## src/design/cte_pkg.sv

```systemverilog
// Shared types, codes and defaults for the cursor text buffer.
package cte_pkg;

  localparam int CAP_DEFAULT = 1024;
  localparam int CHAR_W      = 8;
  localparam int POS_W       = 10;
  localparam int COUNT_OUT_W = 11;

  // command kinds
  localparam logic [2:0] KIND_LEFT   = 3'd0;
  localparam logic [2:0] KIND_RIGHT  = 3'd1;
  localparam logic [2:0] KIND_BACK   = 3'd2;
  localparam logic [2:0] KIND_INSERT = 3'd3;
  localparam logic [2:0] KIND_READ   = 3'd4;

  // result status
  localparam logic [1:0] STAT_OK      = 2'd0;
  localparam logic [1:0] STAT_FULL    = 2'd1;
  localparam logic [1:0] STAT_RANGE   = 2'd2;
  localparam logic [1:0] STAT_UNKNOWN = 2'd3;

  // count updates applied when a command retires
  localparam logic [2:0] CNT_HOLD  = 3'd0;
  localparam logic [2:0] CNT_LEFT  = 3'd1;
  localparam logic [2:0] CNT_RIGHT = 3'd2;
  localparam logic [2:0] CNT_BACK  = 3'd3;
  localparam logic [2:0] CNT_INS   = 3'd4;

  typedef struct packed {
    logic [2:0]        kind;
    logic [CHAR_W-1:0] insert_char;
    logic [POS_W-1:0]  read_position;
  } in_t;

  typedef struct packed {
    logic [CHAR_W-1:0]      read_char;
    logic [COUNT_OUT_W-1:0] text_length;
    logic [COUNT_OUT_W-1:0] cursor_index;
    logic [1:0]             status;
  } out_t;

  // per-command plan from the decoder to the sequencer
  typedef struct packed {
    logic       rd_en;
    logic       wr_en;
    logic       wr_char;
    logic       ret_char;
    logic [2:0] cnt_op;
    logic [1:0] status;
  } plan_t;

endpackage

```

## src/design/cte_decode.sv

```systemverilog
// Command decoder: gap-buffer addresses, count update and status for one command.
module cte_decode import cte_pkg::*; #(
  parameter int CAPACITY = CAP_DEFAULT,
  localparam int AW = $clog2(CAPACITY),
  localparam int CW = $clog2(CAPACITY + 1)
) (
  input  in_t           cmd,
  input  logic [CW-1:0] left_count,
  input  logic [CW-1:0] right_count,
  output plan_t         plan,
  output logic [AW-1:0] rd_addr,
  output logic [AW-1:0] wr_addr
);

  localparam int TW = CW + 1;
  localparam int XW = ((CW > POS_W) ? CW : POS_W) + 1;

  logic [TW-1:0] total;
  logic [CW-1:0] right_base;
  logic [XW-1:0] pos_x;
  logic [XW-1:0] left_x;
  logic [XW-1:0] right_x;
  logic [XW-1:0] offset;

  assign total      = TW'(left_count) + TW'(right_count);
  assign right_base = CW'(CAPACITY) - right_count;
  assign pos_x      = XW'(cmd.read_position);
  assign left_x     = XW'(left_count);
  assign right_x    = XW'(right_count);
  assign offset     = pos_x - left_x;

  always_comb begin
    plan    = '0;
    rd_addr = '0;
    wr_addr = AW'(left_count);
    case (cmd.kind)
      KIND_LEFT: begin
        if (left_count != '0) begin
          plan.rd_en  = 1'b1;
          plan.wr_en  = 1'b1;
          plan.cnt_op = CNT_LEFT;
          rd_addr     = AW'(left_count - CW'(1));
          wr_addr     = AW'(right_base - CW'(1));
        end
      end
      KIND_RIGHT: begin
        if (right_count != '0) begin
          plan.rd_en  = 1'b1;
          plan.wr_en  = 1'b1;
          plan.cnt_op = CNT_RIGHT;
          rd_addr     = AW'(right_base);
        end
      end
      KIND_BACK: begin
        if (left_count != '0) begin
          plan.cnt_op = CNT_BACK;
        end
      end
      KIND_INSERT: begin
        if (total >= TW'(CAPACITY)) begin
          plan.status = STAT_FULL;
        end else begin
          plan.wr_en   = 1'b1;
          plan.wr_char = 1'b1;
          plan.cnt_op  = CNT_INS;
        end
      end
      KIND_READ: begin
        if (pos_x < left_x) begin
          plan.rd_en    = 1'b1;
          plan.ret_char = 1'b1;
          rd_addr       = AW'(pos_x);
        end else if (offset < right_x) begin
          plan.rd_en    = 1'b1;
          plan.ret_char = 1'b1;
          rd_addr       = AW'(XW'(right_base) + offset);
        end else begin
          plan.status = STAT_RANGE;
        end
      end
      default: begin
        plan.status = STAT_UNKNOWN;
      end
    endcase
  end

endmodule

```

## config.mk

```make
export PLATFORM = sky130hd
export DESIGN_NAME = cte_decode
export DESIGN_NICKNAME = d
export VERILOG_FILES = /design/src/design/cte_pkg.sv /design/src/design/cte_decode.sv
export SDC_FILE = /design/constraint.sdc
export NUM_CORES = 1
export LEC_CHECK = 0
export BUFFER_PORTS_ARGS = -buffer_cell sky130_fd_sc_hd__buf_2
export CAP_MARGIN = 5
export CORE_MARGIN = 5
export CORE_UTILIZATION = 54
export DETAILED_ROUTE_END_ITERATION = 16
export PLACE_DENSITY = 0.94
export SETUP_SLACK_MARGIN = 0.4
export SLEW_MARGIN = 0
export SYNTH_ARGS = -nofsm -noshare
export SYNTH_HDL_FRONTEND = slang
export SYNTH_SLANG_ARGS = --single-unit
```

## constraint.sdc

```tcl
create_clock -name vclk -period 3.1
set_clock_uncertainty 0.1 [all_clocks]
set_input_delay 0 -clock vclk [all_inputs]
set_output_delay 0 -clock vclk [all_outputs]
set_load 0.01 [all_outputs]
```

==> results of run 1 <==
## worst max path at each step
stage | startpoint | slack (ns) | end
floorplan | left_count[6] | 0.42 | rd_addr[2]
global placement | left_count[1] | 0.14 | rd_addr[9]
detailed placement | left_count[0] | 0.03 | rd_addr[7]
CTS | left_count[0] | 0.26 | rd_addr[7]
global route | cmd[0] | -0.15 | rd_addr[9]
finish | left_count[3] | 0.02 | rd_addr[7]
## through the flow
stage / hold WS [ns] / util / area (um2) / setup WS, ns
after floorplan: -0.0420 / - / 2290 / 0.420
after global placement: 0.235 / 0.680 / 2760 / 0.139
after detailed placement: 0.244 / 0.680 / 2760 / 0.0257
after CTS: 0.242 / 0.759 / 3080 / 0.257
after global routing: 0.255 / 0.813 / 3300 / -0.148
final: 0.239 / 0.813 / 3300 / 0.0179
## where the power goes
| part | switching, mW | internal [mW] | total [mW] |
|---|---|---|---|
| Combinational | 0.468 | 0.374 | 0.842 |
| Clock | 0 | 0 | 0 |
| Sequential | 0 | 0 | 0 |
| Total | 0.468 | 0.374 | 0.842 |
## metal layers
metal / vias up / routed length (um) / track usage
met4: 0 / 810 / 0.142
met1: 1500 / 3600 / 0.358
met5: - / 0 / 0
met3: 110 / 1060 / 0.0334
met2: 313 / 5050 / 0.560
li1: 1387 / - / -
## critical path, stage by stage
cell,delay (ns)
buf_2,0.13
inv_2,0.09
ha_4,0.23
a21o_1,0.25
a21oi_4,0.28
a21oi_2,0.12
o211a_4,0.28
ha_4,0.25
a211oi_2,0.24
o21ai_1,0.12
o221ai_2,0.20
nand4bb_1,0.12
buf_4,0.17
buf_6,0.13
o211ai_1,0.18
buf_2,0.17
## layout make-up
cell class                 instances  area share
inverter                          31      0.0383
tap                               50      0.0190
multi-input combinational        285       0.763
timing repair buffer              92       0.180
## synthesized netlist by cell type, drive strengths merged (4+ instances only)
| cell type | number | area (um2) |
|---|---|---|
| ha | 44 | 551 |
| nand4 | 5 | 31.3 |
| nand2 | 25 | 93.8 |
| nand3 | 5 | 25.0 |
| a222oi | 6 | 60.1 |
| xor2 | 11 | 96.3 |
| o211ai | 4 | 30.0 |
| xnor2 | 21 | 184 |
| a21oi | 18 | 90.1 |
| nor2b | 5 | 31.3 |
| nor3b | 4 | 30.0 |
| nor2 | 25 | 93.8 |
| nand2b | 4 | 25.0 |
| o21a | 7 | 52.6 |
| inv | 31 | 116 |
| clkbuf | 4 | 15.0 |
| o21ai | 25 | 125 |
| a21o | 9 | 67.6 |
| o22ai | 4 | 31.3 |
| nor3 | 11 | 60.1 |
| nor4 | 4 | 25.0 |
## cells by family after synthesis
group | synth area share
and+or+nand+nor | 0.229
adders and majority gates | 0.267
muxes | 0.00491
xor gates and xnor gates | 0.132
AOI/OAI and AO/OA | 0.308
buffers and inverters | 0.0590
## what timing repair did
item	4_1_cts	5_1_grt
cloned	1	0
buffers inserted	9	4
pin swaps	30	28
hold buffers	0	0
setup endpoints to repair	13	14
resized for setup	59	44
==> flow_summary.json, run 1 <==
{
  "clkbuf_count": 0,
  "postSynthAreaPerCell_um2": 7.14,
  "routed_wl_mm": 10.5,
  "antenna_left": 0,
  "slew_headroom": 0.461,
  "grt_usage": 0.308,
  "layout_common_cells": "57 x buf_2, 32 x ha_1, 27 x buf_4, 25 x nor2_1, 24 x inv_1",
  "fillers": 245,
  "die_area_um2": 5650,
  "drt_iter0_drc": 432,
  "period_minus_slack_ns": 3.08,
  "rows": 23,
  "critPathKind": "in2out",
  "cp_max_fo": 5,
  "ios": 72,
  "rsz0062_at_grt": "yes",
  "drv_slew": 0,
  "tns_ns": 0,
  "required_ns": 3.00,
  "start_util": 0.565,
  "via_count": 3310,
  "hold_start": "left_count[1]",
  "layout_worst_path_cycle_share": 0.994,
  "overflow": 0,
  "syn_to_final_growth_pct": 43.9,
  "hpwl_mm": 6.10,
  "grt_max_degree": 18,
  "syn_area_um2": 2290,
  "ys_types": 57,
  "hold_viol_final": 0,
  "drv_cap": 0,
  "drt_pass1_iterations": 5,
  "portBuffers": 64,
  "multiInputGateArea_um2": 2510,
  "fin_nets": 500,
  "nFlopsAndLatches": 0,
  "grt_pass1_wl_mm": 13.7,
  "core_um2": 4060,
  "synth_warnings": 0,
  "synth_nets": 411,
  "regArea_um2": 0,
  "min_path_cells": 4,
  "cp.arrival_ns": 2.98,
  "antenna_found_initial": 0,
  "vdd_ir_drop_max_uv": 184,
  "dp_cells": 444,
  "status": "finished, final reports clean",
  "hold_class": "in2out",
  "drive_above_1_share": 0.380,
  "route.detailed.drc": 0,
  "p_total_mw": 0.842,
  "n_antenna_cell": 0,
  "yosysSeqAreaShare": 0,
  "stdcell_count": 458,
  "cp-start-kind": "input port",
  "p_leak_nw": 1.53,
  "fp.dieW_um": 75.1,
  "layout_commonest_cell": "buf_2",
  "fp.dieH_um": 75.1,
  "hold-path-endpoint": "wr_addr[1]",
  "globalplace.congestion": 0.934,
  "drt-wirelength-per-cell_um": 23.0,
  "synthCells": 321,
  "power_density_nw_per_um2": 255,
  "grt_pass1_vias": 2947,
  "crit_path_end_kind": "primary output",
  "worst_slew_pin_slew_ns": 0.803,
  "setup_viol": 0,
  "fmax_ghz": 0.324,
  "vias_per_cell": 7.23
}
Note: power is estimated with default switching activity, not from simulation.
==> inputs of run 2 (changes only) <==
--- a/config.mk
+++ b/config.mk
@@ -7,11 +7,10 @@
 export LEC_CHECK = 0
 export BUFFER_PORTS_ARGS = -buffer_cell sky130_fd_sc_hd__buf_2
 export CAP_MARGIN = 5
-export CORE_MARGIN = 5
+export CORE_MARGIN = 10
 export CORE_UTILIZATION = 54
 export DETAILED_ROUTE_END_ITERATION = 16
 export PLACE_DENSITY = 0.94
-export SETUP_SLACK_MARGIN = 0.4
 export SLEW_MARGIN = 0
 export SYNTH_ARGS = -nofsm -noshare
 export SYNTH_HDL_FRONTEND = slang
==> flow_summary.json, run 2 (synthesis gave the netlist of run 1 again) <==
{
  "vdd_ir_drop_max_uv": 148,
  "p_sw_mw": 0.370,
  "cp_max_fo": 10,
  "timing.hold.ws_ns": 0.243,
  "setup_viol": 5,
  "grt_pass1_wl_mm": 12.6,
  "cp-start-kind": "input port",
  "grt_pass1_vias": 2835,
  "globalplace.congestion": 0.947,
  "tns_ns": -0.119,
  "fin_area_um2": 2900,
  "fmax_ghz": 0.317,
  "worst_slew_pin_slew_ns": 0.923,
  "placed_area_um2": 2760,
  "drive_above_1_share": 0.264,
  "overflow": 0,
  "setup_slack_ns": -0.0572,
  "drv_cap": 0,
  "fillers": 329,
  "stdcell_count": 447,
  "p_total_mw": 0.667,
  "portBuffers": 64,
  "regArea_um2": 0,
  "antenna_left": 0,
  "required_ns": 3.00,
  "path_cells": "buf_2, inv_1, ha_1, nor2b_2, o2111ai_4, nand2_2, a31oi_1, xnor2_1, ha_1, o21ai_0, o21ai_0, o221ai_1, nand4bb_1, buf_6, o211ai_1, buf_2",
  "drt_pass1_iterations": 6,
  "rows": 23,
  "drv_slew": 0,
  "final_core_util": 0.715,
  "via_count": 2852,
  "violations": "setup timing",
  "clockPowerShare": 0,
  "cp.arrival_ns": 3.06,
  "grt_usage": 0.196,
  "hpwl_mm": 6.46,
  "ios": 72,
  "grt_max_degree": 18,
  "combPwrFrac": 1.000,
  "nFlopsAndLatches": 0,
  "vias_per_cell": 6.38,
  "place_ws_ns": -0.0191,
  "core_um2": 4060,
  "power_density_nw_per_um2": 230,
  "fp.dieW_um": 85.1,
  "p_leak_nw": 1.42,
  "layout_common_cells": "64 x buf_2, 42 x ha_1, 30 x inv_1, 25 x nor2_1, 23 x nand2_1",
  "antenna_found_initial": 0,
  "layout_worst_path_cycle_share": 1.02,
  "swShare": 0.556,
  "start_util": 0.565,
  "clkbuf_count": 0,
  "crit_path_end_kind": "primary output",
  "slew_headroom": 0.380,
  "intPower_mw": 0.296,
  "hold_viol_final": 0,
  "fin_nets": 489,
  "critPathSlowestCell": "a31oi_1",
  "dp_cells": 444,
  "cts_hold_buffers": 0,
  "hold-path-endpoint": "rd_addr[7]",
  "n_antenna_cell": 0,
  "layout_commonest_cell": "buf_2",
  "p_seq_frac": 0,
  "hold_start": "cmd[7]",
  "routed_wl_mm": 7.97,
  "period_minus_slack_ns": 3.16,
  "slowest_delay_ns": 0.30,
  "route.detailed.drc": 0,
  "min_path_cells": 4,
  "status": "complete, but fails checks",
  "drt_iter0_drc": 355,
  "hold_class": "in2out",
  "die_area_um2": 7250,
  "drt-wirelength-per-cell_um": 17.8,
  "syn_to_final_growth_pct": 26.6,
  "fp.dieH_um": 85.1,
  "critPathKind": "in2out"
}
[run 2: per-layer routing]
| metal | GRT usage | wire [um] |
|---|---|---|
| met5 | 0 | 0 |
| met4 | 0.0524 | 227 |
| met1 | 0.234 | 3100 |
| met3 | 0.0344 | 751 |
| met2 | 0.348 | 3890 |
[run 2: power groups by stage]
stage	sequential [mW]	combinational [mW]	clock (mW)
after floorplan	0	0.416	0
after global placement	0	0.569	0
after detailed placement	0	0.593	0
after CTS	0	0.602	0
after global routing	0	0.737	0
final	0	0.667	0
[run 2: worst max-delay path: cells and delay by family]
kind                       cells  cell delay, ns
buffers and inverters          4            0.59
and+or+nand+nor                3            0.45
xor gates and xnor gates       1            0.21
adders and majority gates      2            0.57
AOI/OAI and AO/OA              6            1.21
[run 2: layout make-up]
| type | count | area [um2] | area share |
|---|---|---|---|
| well taps | 50 | 62.6 | 0.0216 |
| repair buffers | 81 | 452 | 0.156 |
| inverters | 31 | 116 | 0.0401 |
| multi-input cells | 285 | 2270 | 0.783 |
[run 2: worst max-delay path by stage]
stage | start | end | slack, ns
floorplan | left_count[6] | rd_addr[2] | 0.42
detailed placement | left_count[1] | rd_addr[9] | -0.02
CTS | left_count[6] | rd_addr[9] | 0.04
global route | left_count[7] | rd_addr[9] | -0.23
finish | left_count[1] | rd_addr[9] | -0.06
global placement | left_count[1] | rd_addr[9] | 0.13
[run 2: what timing repair did]
| action | in CTS | in global routing |
|---|---|---|
| setup endpoints to repair | 2 | 12 |
| pin swaps | 1 | 6 |
| gates resized for setup | 2 | 23 |
| setup buffers | 0 | 3 |
